$ cat config.mk
export PLATFORM = sky130hd
export DESIGN_NAME = first_fit_block_allocator_flat
export DESIGN_NICKNAME = d
export VERILOG_FILES = /design/src/ffba_pkg.sv /design/src/ffba_req_if.sv /design/src/ffba_rsp_if.sv /design/src/ffba_cfg_if.sv /design/src/ffba_ctrl.sv /design/src/ffba_dp.sv /design/src/first_fit_block_allocator.sv /design/src/flat_wrapper.sv
export SDC_FILE = /design/constraint.sdc
export NUM_CORES = 1
export LEC_CHECK = 0
export BUFFER_PORTS_ARGS = -buffer_cell sky130_fd_sc_hd__buf_2
export CORE_MARGIN = 2
export CORE_UTILIZATION = 49
export DETAILED_ROUTE_END_ITERATION = 8
export HOLD_SLACK_MARGIN = 0.08
export PLACE_DENSITY = 0.62
export SLEW_MARGIN = 20
export SYNTH_ARGS = -nofsm -noshare
export SYNTH_HDL_FRONTEND = slang
export SYNTH_SLANG_ARGS = --single-unit
$ cat constraint.sdc
create_clock -name clk_i -period 5.3 [get_ports clk_i]
set_clock_uncertainty 0.2 [all_clocks]
set_input_delay 1.59 -clock clk_i [delete_from_list [all_inputs] [get_ports clk_i]]
set_output_delay 1.59 -clock clk_i [all_outputs]
set_load 0.02 [all_outputs]
$ cat src/ffba_pkg.sv
// ffba_pkg: shared types and constants of the first-fit block allocator
// no dependencies; used by the interfaces, the controller, the datapath and the top level

package ffba_pkg;

  // fixed field widths of the channels
  localparam int unsigned ActionW   = 1;
  localparam int unsigned IndexW    = 4;
  localparam int unsigned ReqSizeW  = 16;
  localparam int unsigned CountW    = 5;
  localparam int unsigned OutSizeW  = 16;

  // action codes
  localparam logic [ActionW-1:0] ACT_LOAD  = 1'b0;
  localparam logic [ActionW-1:0] ACT_ALLOC = 1'b1;

  // controller states
  typedef enum logic [1:0] {
    ST_IDLE,
    ST_SCAN,
    ST_DONE
  } ffba_state_e;

  // controller to datapath commands
  typedef struct packed {
    logic load_wr;   // write a loaded size into both tables
    logic start;     // latch request and clear scan pointer
    logic scan;      // scan step in progress
    logic load_out;  // move the staged result into the output register
  } ffba_cmd_t;

  // datapath to controller status
  typedef struct packed {
    logic hit;       // current block fits the request
    logic miss;      // scan ran out of blocks
  } ffba_sts_t;

endpackage

$ cat src/ffba_req_if.sv
// ffba_req_if: request channel (load or allocate items) with valid/ready
// depends on ffba_pkg for field widths

interface ffba_req_if;
  logic                               valid;
  logic                               ready;
  logic [ffba_pkg::ActionW-1:0]       action;
  logic [ffba_pkg::IndexW-1:0]        block_index;
  logic [ffba_pkg::ReqSizeW-1:0]      request_size;

  modport source (output valid, output action, output block_index, output request_size,
                  input ready);
  modport sink   (input valid, input action, input block_index, input request_size,
                  output ready);
endinterface

$ cat src/ffba_rsp_if.sv
// ffba_rsp_if: result channel of allocate items with valid/ready
// depends on ffba_pkg for field widths

interface ffba_rsp_if;
  logic                               valid;
  logic                               ready;
  logic                               granted;
  logic [ffba_pkg::IndexW-1:0]        block_number;
  logic [ffba_pkg::OutSizeW-1:0]      original_size;
  logic [ffba_pkg::OutSizeW-1:0]      hole_size;

  modport source (output valid, output granted, output block_number, output original_size,
                  output hole_size, input ready);
  modport sink   (input valid, input granted, input block_number, input original_size,
                  input hole_size, output ready);
endinterface

$ cat src/ffba_cfg_if.sv
// ffba_cfg_if: configuration write channel carrying the block count
// depends on ffba_pkg for the register width

interface ffba_cfg_if;
  logic                               valid;
  logic                               ready;
  logic [ffba_pkg::CountW-1:0]        data;

  modport source (output valid, output data, input ready);
  modport sink   (input valid, input data, output ready);
endinterface

$ cat src/ffba_ctrl.sv
// ffba_ctrl: controller state machine of the allocator
// depends on ffba_pkg for state, command and status types

module ffba_ctrl (
  input  logic                clk_i,
  input  logic                rst_ni,
  input  logic                in_valid_i,
  input  logic                in_action_i,
  output logic                in_ready_o,
  output logic                out_valid_o,
  input  logic                out_ready_i,
  input  ffba_pkg::ffba_sts_t sts_i,
  output ffba_pkg::ffba_cmd_t cmd_o
);
  import ffba_pkg::*;

  ffba_state_e state_q, state_d;
  logic        out_valid_q, out_valid_d;
  logic        in_xfer;
  logic        out_free;

  assign in_xfer  = in_valid_i && (state_q == ST_IDLE);
  assign out_free = !out_valid_q || out_ready_i;

  // next state
  always_comb begin
    state_d = state_q;
    case (state_q)
      ST_IDLE: begin
        if (in_xfer && (in_action_i == ACT_ALLOC)) state_d = ST_SCAN;
      end
      ST_SCAN: begin
        if (sts_i.hit || sts_i.miss) state_d = ST_DONE;
      end
      ST_DONE: begin
        if (out_free) state_d = ST_IDLE;
      end
      default: state_d = ST_IDLE;
    endcase
  end

  // commands and handshake outputs
  always_comb begin
    cmd_o          = '0;
    in_ready_o     = 1'b0;
    case (state_q)
      ST_IDLE: begin
        in_ready_o    = 1'b1;
        cmd_o.load_wr = in_xfer && (in_action_i == ACT_LOAD);
        cmd_o.start   = in_xfer && (in_action_i == ACT_ALLOC);
      end
      ST_SCAN: begin
        cmd_o.scan = 1'b1;
      end
      ST_DONE: begin
        cmd_o.load_out = out_free;
      end
      default: begin
        in_ready_o = 1'b0;
      end
    endcase
  end

  // output valid flag: set on result load, cleared on transfer
  always_comb begin
    out_valid_d = out_valid_q;
    if (out_valid_q && out_ready_i) out_valid_d = 1'b0;
    if (cmd_o.load_out)             out_valid_d = 1'b1;
  end

  assign out_valid_o = out_valid_q;

  always_ff @(posedge clk_i or negedge rst_ni) begin
    if (!rst_ni) begin
      state_q     <= ST_IDLE;
      out_valid_q <= 1'b0;
    end else begin
      state_q     <= state_d;
      out_valid_q <= out_valid_d;
    end
  end

endmodule

$ cat src/ffba_dp.sv
// ffba_dp: datapath of the allocator: size tables, scan pointer, compare, result registers
// depends on ffba_pkg for command, status and width constants

module ffba_dp #(
  parameter int unsigned BLOCKS    = 16,
  parameter int unsigned SIZE_BITS = 16
) (
  input  logic                             clk_i,
  input  logic                             rst_ni,
  input  ffba_pkg::ffba_cmd_t              cmd_i,
  output ffba_pkg::ffba_sts_t              sts_o,
  input  logic [ffba_pkg::IndexW-1:0]      block_index_i,
  input  logic [ffba_pkg::ReqSizeW-1:0]    request_size_i,
  input  logic                             cfg_we_i,
  input  logic [ffba_pkg::CountW-1:0]      cfg_data_i,
  output logic                             granted_o,
  output logic [ffba_pkg::IndexW-1:0]      block_number_o,
  output logic [ffba_pkg::OutSizeW-1:0]    original_size_o,
  output logic [ffba_pkg::OutSizeW-1:0]    hole_size_o
);
  import ffba_pkg::*;

  localparam int unsigned IdxW = (BLOCKS > 1) ? $clog2(BLOCKS) : 1;
  localparam int unsigned CntW = ($clog2(BLOCKS + 1) > CountW) ? $clog2(BLOCKS + 1) : CountW;

  // size tables
  logic [SIZE_BITS-1:0] rem_mem  [BLOCKS];
  logic [SIZE_BITS-1:0] orig_mem [BLOCKS];

  logic [CountW-1:0]    block_count_q;
  logic [SIZE_BITS-1:0] size_q;
  logic [CntW-1:0]      ptr_q;
  logic                 dv_q;
  logic [IdxW-1:0]      cidx_q;
  logic [SIZE_BITS-1:0] rd_rem_q, rd_orig_q;

  logic                 res_granted_q;
  logic [IndexW-1:0]    res_number_q;
  logic [OutSizeW-1:0]  res_orig_q, res_hole_q;

  logic                 out_granted_q;
  logic [IndexW-1:0]    out_number_q;
  logic [OutSizeW-1:0]  out_orig_q, out_hole_q;

  logic [CntW-1:0]      limit;
  logic                 more;
  logic                 hit, miss, issue;
  logic [SIZE_BITS-1:0] diff;
  logic [SIZE_BITS-1:0] in_size;
  logic [IdxW-1:0]      load_addr;
  logic                 load_ok;
  logic                 mem_we;
  logic [IdxW-1:0]      wr_addr;
  logic [SIZE_BITS-1:0] wr_rem;
  logic [IdxW-1:0]      rd_addr;

  logic [SIZE_BITS+ReqSizeW-1:0] size_ext;
  logic [IdxW+IndexW-1:0]        idx_ext;
  logic [IdxW+IndexW-1:0]        num_ext;
  logic [SIZE_BITS+OutSizeW-1:0] orig_ext, hole_ext;

  // request size cut or zero-extended to the table width
  assign size_ext  = {{SIZE_BITS{1'b0}}, request_size_i};
  assign in_size   = size_ext[SIZE_BITS-1:0];
  assign idx_ext   = {{IdxW{1'b0}}, block_index_i};
  assign load_addr = idx_ext[IdxW-1:0];
  assign load_ok   = CntW'(block_index_i) < CntW'(BLOCKS);

  // scan limit saturates at the table depth
  assign limit = (CntW'(block_count_q) > CntW'(BLOCKS)) ? CntW'(BLOCKS)
                                                         : CntW'(block_count_q);
  assign more  = ptr_q < limit;

  // compare of the block read last cycle
  assign diff  = rd_rem_q - size_q;
  assign hit   = cmd_i.scan && dv_q && (rd_rem_q >= size_q);
  assign miss  = cmd_i.scan && !dv_q && !more;
  assign issue = cmd_i.scan && !hit && more;

  assign sts_o.hit  = hit;
  assign sts_o.miss = miss;

  // table write port: loads write both, a grant updates the free size
  assign mem_we  = (cmd_i.load_wr && load_ok) || hit;
  assign wr_addr = cmd_i.load_wr ? load_addr : cidx_q;
  assign wr_rem  = cmd_i.load_wr ? in_size : diff;
  assign rd_addr = ptr_q[IdxW-1:0];

  always_ff @(posedge clk_i) begin
    if (mem_we) begin
      rem_mem[wr_addr] <= wr_rem;
    end
    if (issue) begin
      rd_rem_q <= rem_mem[rd_addr];
    end
  end

  always_ff @(posedge clk_i) begin
    if (cmd_i.load_wr && load_ok) begin
      orig_mem[wr_addr] <= in_size;
    end
    if (issue) begin
      rd_orig_q <= orig_mem[rd_addr];
    end
  end

  // configuration register
  always_ff @(posedge clk_i or negedge rst_ni) begin
    if (!rst_ni) begin
      block_count_q <= '0;
    end else if (cfg_we_i) begin
      block_count_q <= cfg_data_i;
    end
  end

  // scan pointer and read-data valid
  always_ff @(posedge clk_i or negedge rst_ni) begin
    if (!rst_ni) begin
      ptr_q <= '0;
      dv_q  <= 1'b0;
    end else begin
      dv_q <= issue;
      if (cmd_i.start) begin
        ptr_q <= '0;
      end else if (issue) begin
        ptr_q <= ptr_q + CntW'(1);
      end
    end
  end

  // request size and index of the block in flight
  always_ff @(posedge clk_i) begin
    if (cmd_i.start) begin
      size_q <= in_size;
    end
    if (issue) begin
      cidx_q <= rd_addr;
    end
  end

  // result fields in output widths
  assign num_ext  = {{IndexW{1'b0}}, cidx_q};
  assign orig_ext = {{OutSizeW{1'b0}}, rd_orig_q};
  assign hole_ext = {{OutSizeW{1'b0}}, diff};

  // staged result
  always_ff @(posedge clk_i) begin
    if (hit) begin
      res_granted_q <= 1'b1;
      res_number_q  <= num_ext[IndexW-1:0];
      res_orig_q    <= orig_ext[OutSizeW-1:0];
      res_hole_q    <= hole_ext[OutSizeW-1:0];
    end else if (miss) begin
      res_granted_q <= 1'b0;
      res_number_q  <= '0;
      res_orig_q    <= '0;
      res_hole_q    <= '0;
    end
  end

  // output register
  always_ff @(posedge clk_i) begin
    if (cmd_i.load_out) begin
      out_granted_q <= res_granted_q;
      out_number_q  <= res_number_q;
      out_orig_q    <= res_orig_q;
      out_hole_q    <= res_hole_q;
    end
  end

  assign granted_o       = out_granted_q;
  assign block_number_o  = out_number_q;
  assign original_size_o = out_orig_q;
  assign hole_size_o     = out_hole_q;

endmodule

$ cat src/first_fit_block_allocator.sv
// first_fit_block_allocator: top level joining controller and datapath
// depends on ffba_pkg, ffba_req_if, ffba_rsp_if, ffba_cfg_if, ffba_ctrl and ffba_dp
//
// usage:
//   cfg_i   writes the block count (blocks scanned from block zero, capped at BLOCKS);
//           always ready, write only while the block is idle
//   req_i   takes load items (action 0: block size into block_index) and allocate
//           items (action 1: request_size); a load completes in the transfer cycle
//           and gives no result
//   rsp_o   gives one result per allocate: granted, block number, loaded size and
//           hole left; all zero when no block fits
// scan:
//   an allocate reads one table entry per cycle through the registered read port
//   and compares it in the next cycle; a hit at block n, or a miss once limit blocks
//   are read (at once when limit is 0), is staged and then moves to the output register;
//   the next request is taken after that move, so items are handled one at a time
// reset:
//   block count clears to zero and all control returns to idle; the size tables
//   are not cleared and must be loaded before they are scanned
// stall:
//   a result waits in the output register while a new request is taken; a second
//   allocate holds before the output register until the first result is transferred

module first_fit_block_allocator #(
  parameter int unsigned BLOCKS    = 16,
  parameter int unsigned SIZE_BITS = 16
) (
  input  logic       clk_i,
  input  logic       rst_ni,
  ffba_req_if.sink   req_i,
  ffba_rsp_if.source rsp_o,
  ffba_cfg_if.sink   cfg_i
);
  import ffba_pkg::*;

  ffba_cmd_t cmd;
  ffba_sts_t sts;

  assign cfg_i.ready = 1'b1;

  ffba_ctrl u_ctrl (
    .clk_i       (clk_i),
    .rst_ni      (rst_ni),
    .in_valid_i  (req_i.valid),
    .in_action_i (req_i.action),
    .in_ready_o  (req_i.ready),
    .out_valid_o (rsp_o.valid),
    .out_ready_i (rsp_o.ready),
    .sts_i       (sts),
    .cmd_o       (cmd)
  );

  ffba_dp #(
    .BLOCKS    (BLOCKS),
    .SIZE_BITS (SIZE_BITS)
  ) u_dp (
    .clk_i           (clk_i),
    .rst_ni          (rst_ni),
    .cmd_i           (cmd),
    .sts_o           (sts),
    .block_index_i   (req_i.block_index),
    .request_size_i  (req_i.request_size),
    .cfg_we_i        (cfg_i.valid),
    .cfg_data_i      (cfg_i.data),
    .granted_o       (rsp_o.granted),
    .block_number_o  (rsp_o.block_number),
    .original_size_o (rsp_o.original_size),
    .hole_size_o     (rsp_o.hole_size)
  );

endmodule

$ cat src/flat_wrapper.sv
// flat-port wrapper written by rule: the top's interface ports become plain ports
module first_fit_block_allocator_flat import ffba_pkg::*;
#(
  parameter int unsigned BLOCKS    = 16,
  parameter int unsigned SIZE_BITS = 16
)
  (clk_i, rst_ni, req_i_valid, req_i_action, req_i_block_index, req_i_request_size, req_i_ready, rsp_o_valid, rsp_o_granted, rsp_o_block_number, rsp_o_original_size, rsp_o_hole_size, rsp_o_ready, cfg_i_valid, cfg_i_data, cfg_i_ready);
  ffba_req_if req_i_i ();
  ffba_rsp_if rsp_o_i ();
  ffba_cfg_if cfg_i_i ();
  input  logic clk_i;
  input  logic rst_ni;
  input wire logic [$bits(req_i_i.valid)-1:0] req_i_valid;
  input wire logic [$bits(req_i_i.action)-1:0] req_i_action;
  input wire logic [$bits(req_i_i.block_index)-1:0] req_i_block_index;
  input wire logic [$bits(req_i_i.request_size)-1:0] req_i_request_size;
  output wire logic [$bits(req_i_i.ready)-1:0] req_i_ready;
  output wire logic [$bits(rsp_o_i.valid)-1:0] rsp_o_valid;
  output wire logic [$bits(rsp_o_i.granted)-1:0] rsp_o_granted;
  output wire logic [$bits(rsp_o_i.block_number)-1:0] rsp_o_block_number;
  output wire logic [$bits(rsp_o_i.original_size)-1:0] rsp_o_original_size;
  output wire logic [$bits(rsp_o_i.hole_size)-1:0] rsp_o_hole_size;
  input wire logic [$bits(rsp_o_i.ready)-1:0] rsp_o_ready;
  input wire logic [$bits(cfg_i_i.valid)-1:0] cfg_i_valid;
  input wire logic [$bits(cfg_i_i.data)-1:0] cfg_i_data;
  output wire logic [$bits(cfg_i_i.ready)-1:0] cfg_i_ready;
  assign req_i_i.valid = req_i_valid;
  assign req_i_i.action = req_i_action;
  assign req_i_i.block_index = req_i_block_index;
  assign req_i_i.request_size = req_i_request_size;
  assign req_i_ready = req_i_i.ready;
  assign rsp_o_valid = rsp_o_i.valid;
  assign rsp_o_granted = rsp_o_i.granted;
  assign rsp_o_block_number = rsp_o_i.block_number;
  assign rsp_o_original_size = rsp_o_i.original_size;
  assign rsp_o_hole_size = rsp_o_i.hole_size;
  assign rsp_o_i.ready = rsp_o_ready;
  assign cfg_i_i.valid = cfg_i_valid;
  assign cfg_i_i.data = cfg_i_data;
  assign cfg_i_ready = cfg_i_i.ready;
  first_fit_block_allocator #(.BLOCKS(BLOCKS), .SIZE_BITS(SIZE_BITS)) u_core (.clk_i(clk_i), .rst_ni(rst_ni), .req_i(req_i_i), .rsp_o(rsp_o_i), .cfg_i(cfg_i_i));
endmodule
==> results.md <==
- Total chip power: 0.01628 W
- Clk sinks: 652
- Fillers: 3757
- Design Area, Final: 28850 um^2
- PD cells: 564.5 nW/um^2
- CP Cell Sequence: ha_1, fa_1, nand2b_1, a21oi_1, o21ai_1, a31oi_4, a41oi_1, nor2_2
- HPWL after DPL: 34610 um
- Startpoint types: flip-flop
- Root cell of the clock tree: clkbuf_16
- NumNets Final: 1370
- Vias per inst: 5.809
- Gate Count Post-Synth: 1173
- DR vias: 11.90k
- Multi-input combinational cell area: 5535 um^2
- First-pass GRT wire length: 78720 um
- Post-synth EDFFs: 637
- Vias in the first global route: 11.82k
- Ys flop type: edfxtp_1
- Die width: 231.4 um
- Die Ht: 231.4 um
- Area grow syn2layout: 13.86%
- Max IR drop VDD: 281.7 uV
- Lkg Pwr: 9.427 nW
- Combinational fraction of design power: 0.284
- Final Hold Viols: 0
- Post-CTS Hold Buffers: 0
- Final core utilization: 0.5634
- Total wire length: 53750 um
- Worst-case clock buffer depth: 3
- I/O Pins: 71
- Max Cap Viol: 0
- Hold Path Stages: 0
- Async S/R FF share, synth: 0.02147
- Required time of the worst setup path: 5.30 ns
- Met3 Use GR: 0.04601
- H-tree levels: 3
- Setup Fix Bufs, Post-CTS: 0
- NetSw: 0.004970 W
- # port buffers: 69
- Post-Syn Area: 25330 um^2
- Slew HR: 0.3010
- Rows: 83
- Setup_tns: 0 ns
- Antenna violations before repair: 5
- Critical path's slowest cell: nor2_2
- Clk pwr share: 0.270
- CTS buffer count: 67
- Final setup viols: 0
- Post-route ant nets: 0
- Reg clk slew, reported paths: 0.06 ns
- DP Area: 26800 um^2
- Critical path arrival: 3.74 ns
- WS Path Type: flip-flop to flip-flop
- Pin count of the biggest net entering global routing: 56
- CTS tree: built
- Cell Int Power: 0.01131 W
- Seq cells post-synth: 652
- Tightest Pin Transition: 1.046 ns
- Slew Limit Fails: 0
- Die area: 53530 um^2
- Syn Area/Cell: 21.60 um^2
- Net switching fraction of the power: 0.3052
- Tightest Hold Check Type: flip-flop to flip-flop
- Starting Density: 0.4948
- Drt drc: 0
- RSZ-0062 raised after global routing: no
- GR peak layer: met1
- Share of post-route cells with drive strength above 1: 0.3058
- Global route overflow: 0
- Routed WL per cell: 26.24 um
- Final Cycle Share: 0.7058
- FF/Latch Area: 19510 um^2
- Syn nets: 1226
- Initial DRC count: 1298
- Crit. End Element: flip-flop
- Routability cong.: 0.7969
- Commonest non-fill, non-tap cell in the layout: edfxtp_1
- Post-synth cell types: 58
- Dpl ws: 1.029 ns
- CP Max Fanout: 16
- Core area: 51200 um^2
- CP peak stage delay: 0.78 ns
- Worst R2R Path Depth: 8
- M1 GR Usage: 0.3203
- Max frequency: 267.3 MHz
- Post-cts resize count: 0
- Final worst setup slack: 1.559 ns
- Most frequent cells in the layout: 637 x edfxtp_1, 151 x mux4_2, 71 x clkbuf_16, 69 x buf_2, 54 x buf_4
- Pre-antenna DRT Iters: 5
- Status: finished clean
- Overall Global Routing Usage: 0.2063
- Met2 Use GR: 0.2945
- Period minus WS final: 3.741 ns
- Seq pwr share: 0.446
- Post-synthesis sequential area ratio: 0.7697
- Syn. warnings: 0
- Clock latency on the worst-skew pair: 0.59 ns
sequential cells by signal (all words and copies together) (netlist names), 2 cells and up:
register                     count
u_core.u_dp.cidx_q               4
u_core.u_dp.size_q              16
u_core.u_dp.rd_orig_q           16
u_core.u_dp.hole_size_o         16
u_core.u_dp.orig_mem           256
u_core.u_dp.ptr_q                5
u_core.u_dp.rem_mem            256
u_core.u_ctrl.state_q            2
u_core.u_dp.res_orig_q          16
u_core.u_dp.block_number_o       4
u_core.u_dp.res_number_q         4
u_core.u_dp.rd_rem_q            16
u_core.u_dp.original_size_o     16
u_core.u_dp.block_count_q        5
u_core.u_dp.res_hole_q          16
final timing paths:
| path | start | end | slack [ns] |
|---|---|---|---|
| max | u_core.u_dp.size_q[0]$_DFFE_PP_ | u_core.u_dp.rem_mem[4][8]$_DFFE_PP_ | 1.56 |
| min | u_core.u_dp.res_orig_q[9]$_SDFFCE_PN0P_ | u_core.u_dp.original_size_o[9]$_DFFE_PP_ | 0.22 |
| max reg2reg | u_core.u_dp.size_q[0]$_DFFE_PP_ | u_core.u_dp.rem_mem[4][8]$_DFFE_PP_ | 1.56 |
| min reg2reg | u_core.u_dp.res_orig_q[9]$_SDFFCE_PN0P_ | u_core.u_dp.original_size_o[9]$_DFFE_PP_ | 0.22 |
| max in group asynchronous | rst_ni | u_core.u_dp.ptr_q[1]$_DFFE_PN0P_ | 3.91 |
| min in group asynchronous | rst_ni | u_core.u_dp.ptr_q[4]$_DFFE_PN0P_ | 0.70 |
metrics by stage:
| stage | cells | hold WS (ns) |
|---|---|---|
| global placement | 1928 | 0.2006 |
| finish | 2048 | 0.2161 |
| global route | 2047 | 0.2237 |
| detailed placement | 1928 | 0.2054 |
| CTS | 2047 | 0.2190 |
| floorplan | 1173 | 0.2003 |
area by class of cell:
| cell class | count | area share |
|---|---|---|
| clock buffer | 94 | 0.06459 |
| inverter | 31 | 0.004034 |
| clock inverter | 25 | 0.006159 |
| multi-input combinational | 440 | 0.1919 |
| sequential | 652 | 0.6763 |
| antenna | 1 | 0.00008675 |
| timing repair buffer | 125 | 0.02741 |
| tap | 680 | 0.02950 |
per-layer routing:
| layer | vias to the layer above | routed length, um |
|---|---|---|
| li1 | 5135 | - |
| met1 | 6250 | 24400 |
| met4 | 4 | 911 |
| met2 | 452 | 24090 |
| met5 | - | 26 |
| met3 | 55 | 4320 |
worst max-delay path, delay by kind of cell (launching register included):
family	cells	cell delay, ns
flops	1	0.36
simple gates	2	0.97
compound gates	4	1.17
fa+ha+maj	2	0.64
cells in the mapped netlist (4+ instances only):
master | number | area, um^2
a21boi_0 | 4 | 30.03
a31oi_1 | 4 | 25.02
mux2i_1 | 7 | 70.07
o31ai_1 | 4 | 30.03
nand3b_1 | 4 | 30.03
mux4_2 | 151 | 3401
and3_1 | 19 | 118.9
mux2_2 | 4 | 45.04
nand3_1 | 6 | 30.03
buf_2 | 13 | 65.06
ha_1 | 21 | 262.8
xor2_1 | 5 | 43.79
o21a_1 | 8 | 60.06
nand2b_1 | 4 | 25.02
buf_6 | 11 | 123.9
nor3_1 | 12 | 60.06
nand4_1 | 5 | 31.28
nand2_1 | 34 | 127.6
inv_1 | 31 | 116.4
dfrtp_1 | 14 | 350.3
mux4_1 | 9 | 236.5
buf_1 | 8 | 30.03
a21oi_1 | 15 | 75.07
o21ai_0 | 19 | 95.09
a21o_1 | 4 | 30.03
nor2_1 | 60 | 225.2
clkbuf_1 | 16 | 60.06
edfxtp_1 | 637 | 19130
power groups by stage:
stage          logic [W]  registers [W]  clock network, W
5_1_grt          0.00497        0.00732           0.00468
3_3_place_gp     0.00454        0.00737                 0
4_1_cts          0.00463        0.00728           0.00450
6_report         0.00462        0.00727           0.00439
2_1_floorplan    0.00295        0.00729                 0
3_5_place_dp     0.00462        0.00738                 0
cell families after synthesis:
kind of cell	share of synthesized area
flops	0.7697
mux	0.1481
simple gates	0.03042
buf+inv	0.01669
compound gates	0.02099
fa+ha+maj	0.01116
xor+xnor	0.002766
other cells	0.0001480
Power figures use the tool's default switching activity.
